==> config.mk <==
export PLATFORM = sky130hd
export DESIGN_NAME = sfc_plane_table
export DESIGN_NICKNAME = d
export VERILOG_FILES = /design/src/rtl/sfc_pkg.sv /design/src/rtl/sfc_plane_table.sv
export SDC_FILE = /design/constraint.sdc
export NUM_CORES = 1
export LEC_CHECK = 0
export BUFFER_PORTS_ARGS = -buffer_cell sky130_fd_sc_hd__buf_2
export CAP_MARGIN = 20
export CORE_AREA = 4 4 347 349
export CTS_CLUSTER_SIZE = 10
export DETAILED_ROUTE_END_ITERATION = 12
export DIE_AREA = 0 0 351 353
export PLACE_DENSITY = 0.47
export SETUP_SLACK_MARGIN = 0.05
export SLEW_MARGIN = 20
export SYNTH_ARGS = -nofsm -noshare
export SYNTH_HDL_FRONTEND = slang
export SYNTH_SLANG_ARGS = --single-unit
==> constraint.sdc <==
create_clock -name clk_i -period 1.2 [get_ports clk_i]
set_input_delay 0.06 -clock clk_i [delete_from_list [all_inputs] [get_ports clk_i]]
set_output_delay 0.06 -clock clk_i [all_outputs]
set_load 0.02 [all_outputs]
==> src/rtl/sfc_pkg.sv <==
// sfc_pkg: shared types and constants for the sphere/frustum cull block.
// Field layout of the stream words, register map and stage load enables.
// No dependencies.
package sfc_pkg;

  // stream field layout, lowest bit first
  localparam int unsigned FIELD_W   = 32;
  localparam int unsigned PIDX_W    = 3;
  localparam int unsigned PIDX_LSB  = 0;
  localparam int unsigned NX_LSB    = PIDX_LSB + PIDX_W;
  localparam int unsigned NY_LSB    = NX_LSB + FIELD_W;
  localparam int unsigned NZ_LSB    = NY_LSB + FIELD_W;
  localparam int unsigned W_LSB     = NZ_LSB + FIELD_W;
  localparam int unsigned CX_LSB    = W_LSB + FIELD_W;
  localparam int unsigned CY_LSB    = CX_LSB + FIELD_W;
  localparam int unsigned CZ_LSB    = CY_LSB + FIELD_W;
  localparam int unsigned R_LSB     = CZ_LSB + FIELD_W;
  localparam int unsigned S_USED_W  = R_LSB + FIELD_W;
  localparam int unsigned S_DATA_W  = ((S_USED_W + 7) / 8) * 8;
  localparam int unsigned M_DATA_W  = 8;
  localparam int unsigned S_USER_W  = 1;

  // Q16.16 fraction
  localparam int unsigned FRAC_BITS = 16;

  // APB register map
  localparam int unsigned APB_ADDR_W = 3;
  localparam int unsigned APB_DATA_W = 32;
  localparam logic [APB_ADDR_W-1:0] CULL_EN_ADDR = APB_ADDR_W'(0);

  typedef enum logic {
    CMD_PLANE_WR = 1'b0,
    CMD_SPHERE   = 1'b1
  } sfc_cmd_e;

  // per-stage load enables of the datapath
  typedef struct packed {
    logic s1;
    logic s2;
    logic s3;
  } sfc_ld_t;

endpackage

==> src/rtl/sfc_plane_table.sv <==
// sfc_plane_table: register file of frustum planes, one entry per plane.
// Written by plane-write requests; each entry feeds its own test lane.
// Depends on sfc_pkg.
module sfc_plane_table #(
  parameter int unsigned PLANE_COUNT = 6,
  parameter int unsigned COORD_BITS  = 32
) (
  input  logic                                  clk_i,
  input  logic                                  rst_ni,
  input  logic                                  wr_en_i,
  input  logic [sfc_pkg::PIDX_W-1:0]            wr_idx_i,
  input  logic signed [COORD_BITS-1:0]          nx_i,
  input  logic signed [COORD_BITS-1:0]          ny_i,
  input  logic signed [COORD_BITS-1:0]          nz_i,
  input  logic signed [COORD_BITS-1:0]          w_i,
  output logic signed [COORD_BITS-1:0]          nx_o [PLANE_COUNT],
  output logic signed [COORD_BITS-1:0]          ny_o [PLANE_COUNT],
  output logic signed [COORD_BITS-1:0]          nz_o [PLANE_COUNT],
  output logic signed [COORD_BITS-1:0]          w_o  [PLANE_COUNT]
);
  import sfc_pkg::*;

  logic signed [COORD_BITS-1:0] nx_q [PLANE_COUNT];
  logic signed [COORD_BITS-1:0] ny_q [PLANE_COUNT];
  logic signed [COORD_BITS-1:0] nz_q [PLANE_COUNT];
  logic signed [COORD_BITS-1:0] w_q  [PLANE_COUNT];

  // an index past the last plane matches no entry and is dropped
  always_ff @(posedge clk_i or negedge rst_ni) begin
    if (!rst_ni) begin
      for (int p = 0; p < PLANE_COUNT; p++) begin
        nx_q[p] <= '0;
        ny_q[p] <= '0;
        nz_q[p] <= '0;
        w_q[p]  <= '0;
      end
    end else if (wr_en_i) begin
      for (int p = 0; p < PLANE_COUNT; p++) begin
        if (32'(wr_idx_i) == 32'(p)) begin
          nx_q[p] <= nx_i;
          ny_q[p] <= ny_i;
          nz_q[p] <= nz_i;
          w_q[p]  <= w_i;
        end
      end
    end
  end

  assign nx_o = nx_q;
  assign ny_o = ny_q;
  assign nz_o = nz_q;
  assign w_o  = w_q;

endmodule

==> flow_summary.json <==
{
  "clock_latency_ns": 0.64,
  "muxShareOfSynthArea_pct": 30.2,
  "holdCritPathClass": "in -> async",
  "yosysSeqAreaShare_pct": 67.0,
  "path_cells": "buf_6",
  "clockBufferDepth": 3,
  "dr.pass1.iters": 4,
  "fillers": 10920,
  "hold-worst-slack_ns": -0.114,
  "die_width_um": 351,
  "crit_type": "reg -> out",
  "p_comb_share_pct": 33.3,
  "r2r_cells": 3,
  "synthAdderAreaFrac_pct": 0,
  "tightest_slew_ns": 0.454,
  "cts_hold_buffers": 130,
  "final_util_pct": 39.2,
  "place_congestion": 0.829,
  "synth-simple-area-share_pct": 0.244,
  "antenna_found_initial": 5,
  "grt_pass1_vias": 21650,
  "syn_area_per_cell_um2": 17.6,
  "track_usage_pct": 16.1,
  "grt_pass1_wl_um": 150000,
  "syn_nets": 1760,
  "die_area_um2": 124000,
  "max_cap_viol_count": 0,
  "crit_path_end_kind": "output pin",
  "violations": "negative hold slack, negative setup slack",
  "syn_inst": 1626,
  "critical_path_buf_inv_count": 1,
  "worst_ep_required_time_ns": 1.14,
  "clock-root-buffer": "clkbuf_16",
  "ys_seq_elements": 768,
  "fmax_ghz": 0.773,
  "cp_slowest_cell": "dfrtp_2",
  "syn_area_um2": 28700,
  "htree_levels": 3,
  "grt_overflow": 0,
  "rsz0062_at_grt": "true",
  "p_leak_uw": 0.0212,
  "drive_gt1_share_pct": 57.2,
  "cts_tree": "yes",
  "rows": 126,
  "ys_warn_count": 0,
  "wl_per_cell_um": 22.5,
  "crit_family": "flip-flops",
  "fin_tns_setup_ns": -28.59,
  "slew_headroom_pct": 69.7,
  "initial_utilization_pct": 24.4,
  "worstPathMaxFanout": 2,
  "io_pins": 902,
  "setup_ws_ns": -0.0942,
  "p_sw_uw": 29600,
  "clock-sinks": 768,
  "fin_nets": 3092,
  "place_ws_ns": -0.341,
  "r2r_start": "ny_o[53]$_DFFE_PN0P_",
  "min_period_over_period_pct": 108,
  "ys_types": 9,
  "coreArea_um2": 117000,
  "area_growth_pct": 60.4,
  "worstReg2RegEnd": "ny_o[53]$_DFFE_PN0P_",
  "sw_frac_of_total_pct": 32.4,
  "power_frac_clock_pct": 27.2,
  "cts_made_buffers": 90,
  "drv_slew": 0,
  "vias": 19342,
  "power_density_nw_per_um2": 1990,
  "synthXorXnorAreaFrac_pct": 0,
  "routed_via_density": 4.27,
  "drt_iter0_markers": 718,
  "fp.dieH_um": 353,
  "rrSetupSlack_ns": 0.15,
  "cp_data_arrival_time_ns": 1.23,
  "drc": 0,
  "io_buffer_count": 901,
  "critPathLaunchType": "flip-flop",
  "status": "complete, but fails checks",
  "peakVddDrop_uv": 1190,
  "max_stage_delay_ns": 0.44,
  "power_frac_seq_pct": 39.5,
  "path_clk_slew_ns": 0.06,
  "synth-compound-area-share_pct": 0,
  "worst_clock_skew_ns": 0,
  "synth_top_family_by_area": "multiplexers",
  "finalCriticalPeriod_ns": 1.29,
  "place_hpwl_um": 76300,
  "hold_violations": 15,
  "totalWireLength_um": 102000,
  "drtAntennaViolNets": 0,
  "p_int_uw": 61900,
  "grt_max_degree": 83,
  "setup_viol": 768
}
[area by class of cell]
class	instances	area (um^2)	area share (%)
diodes	2	5.00	0.0109
clock buffers	121	2460	5.35
clock inverters	7	121	0.264
multi-input cells	774	8740	19.0
flip-flops and latches	768	19200	41.8
well taps	1536	1920	4.18
repair buffers	1324	13500	29.4
[cells in the mapped netlist]
master | number | area, um^2
dfrtp_1 | 768 | 19200
mux2_1 | 360 | 4050
buf_4 | 7 | 52.6
buf_2 | 29 | 145
nand4b_1 | 2 | 17.5
nor4b_2 | 1 | 15.0
and4bb_1 | 3 | 37.5
buf_6 | 48 | 541
mux2_2 | 408 | 4590
[cells by family after synthesis]
| logic type | after synthesis |
|---|---|
| buffers and inverters | 84 |
| flip-flops | 768 |
| multiplexers | 768 |
| AND/OR/NAND/NOR | 6 |
[registers in the layout, indices dropped and copies added (netlist names)]
name and cells:
nx_o 192, nz_o 192, w_o 192, ny_o 192
[layout by cell type (no fill, tap or decap), types with 2 or more instances in the layout]
cell and n:
buf_6 768, dfrtp_1 766, mux2_2 408, mux2_1 360, buf_4 237, buf_2 132, dlygate4sd3_1 129, clkbuf_16 92
buf_12 57, clkbuf_1 24, clkbuf_8 5, and4bb_4 3, diode_2 2, nand4b_1 2, clkinv_16 2, inv_16 2
dfrtp_2 2
[timing repair]
item / 4_1_cts / 5_1_grt
gates resized for setup: 1538 / 0
hold endpoints to repair: 1536 / 15
endpoints found under the setup margin: 768 / 783
pin swaps: 0 / 0
setup buffers: 69 / 42
[metal layers]
layer / part of all wire, % / track usage (%) / routed length, um / vias to the layer above
met1: 37 / 18.0 / 37900 / 10016
met5: 0 / 0 / 0 / -
li1: - / - / - / 8447
met4: 4.0 / 6.33 / 4080 / 0
met2: 51 / 28.2 / 51600 / 685
met3: 8.1 / 5.38 / 8300 / 194
[stage by stage]
| step | instance area [um^2] | std cells | power (uW) | hold slack (ns) |
|---|---|---|---|---|
| 2_1_floorplan | 28700 | 1626 | 46600 | -0.236 |
| 3_3_place_gp | 36500 | 4162 | 57300 | -0.0585 |
| 4_1_cts | 45700 | 4489 | 92300 | 0.0153 |
| 3_5_place_dp | 36500 | 4162 | 57700 | -0.0558 |
| 5_1_grt | 46000 | 4530 | 95400 | -0.138 |
| 6_report | 46000 | 4532 | 91500 | -0.114 |
[power by group through the flow]
stage	logic [uW]	registers, uW	clock network [uW]
after CTS	30400	36100	25700
after floorplan	4760	41900	0
final	30500	36100	24900
after detailed placement	22600	35100	0
after global routing	32000	36800	26700
after global placement	22400	34900	0
[how the worst max path moves through the flow]
stage,endpoint,from,slack [ns],cells past startpoint
after floorplan,nx_o[160]$_DFFE_PN0P_,wr_idx_i[0],0.05,4
after global placement,nz_o[166]$_DFFE_PN0P_,wr_idx_i[0],-0.33,5
after detailed placement,nz_o[178]$_DFFE_PN0P_,wr_idx_i[0],-0.34,5
after CTS,nz_o[169],nz_o[169]$_DFFE_PN0P_,-0.17,1
after global routing,nz_o[47],nz_o[47]$_DFFE_PN0P_,-0.17,1
final,ny_o[175],ny_o[175]$_DFFE_PN0P_,-0.09,1
No activity file was read; power rests on OpenSTA's default activity.
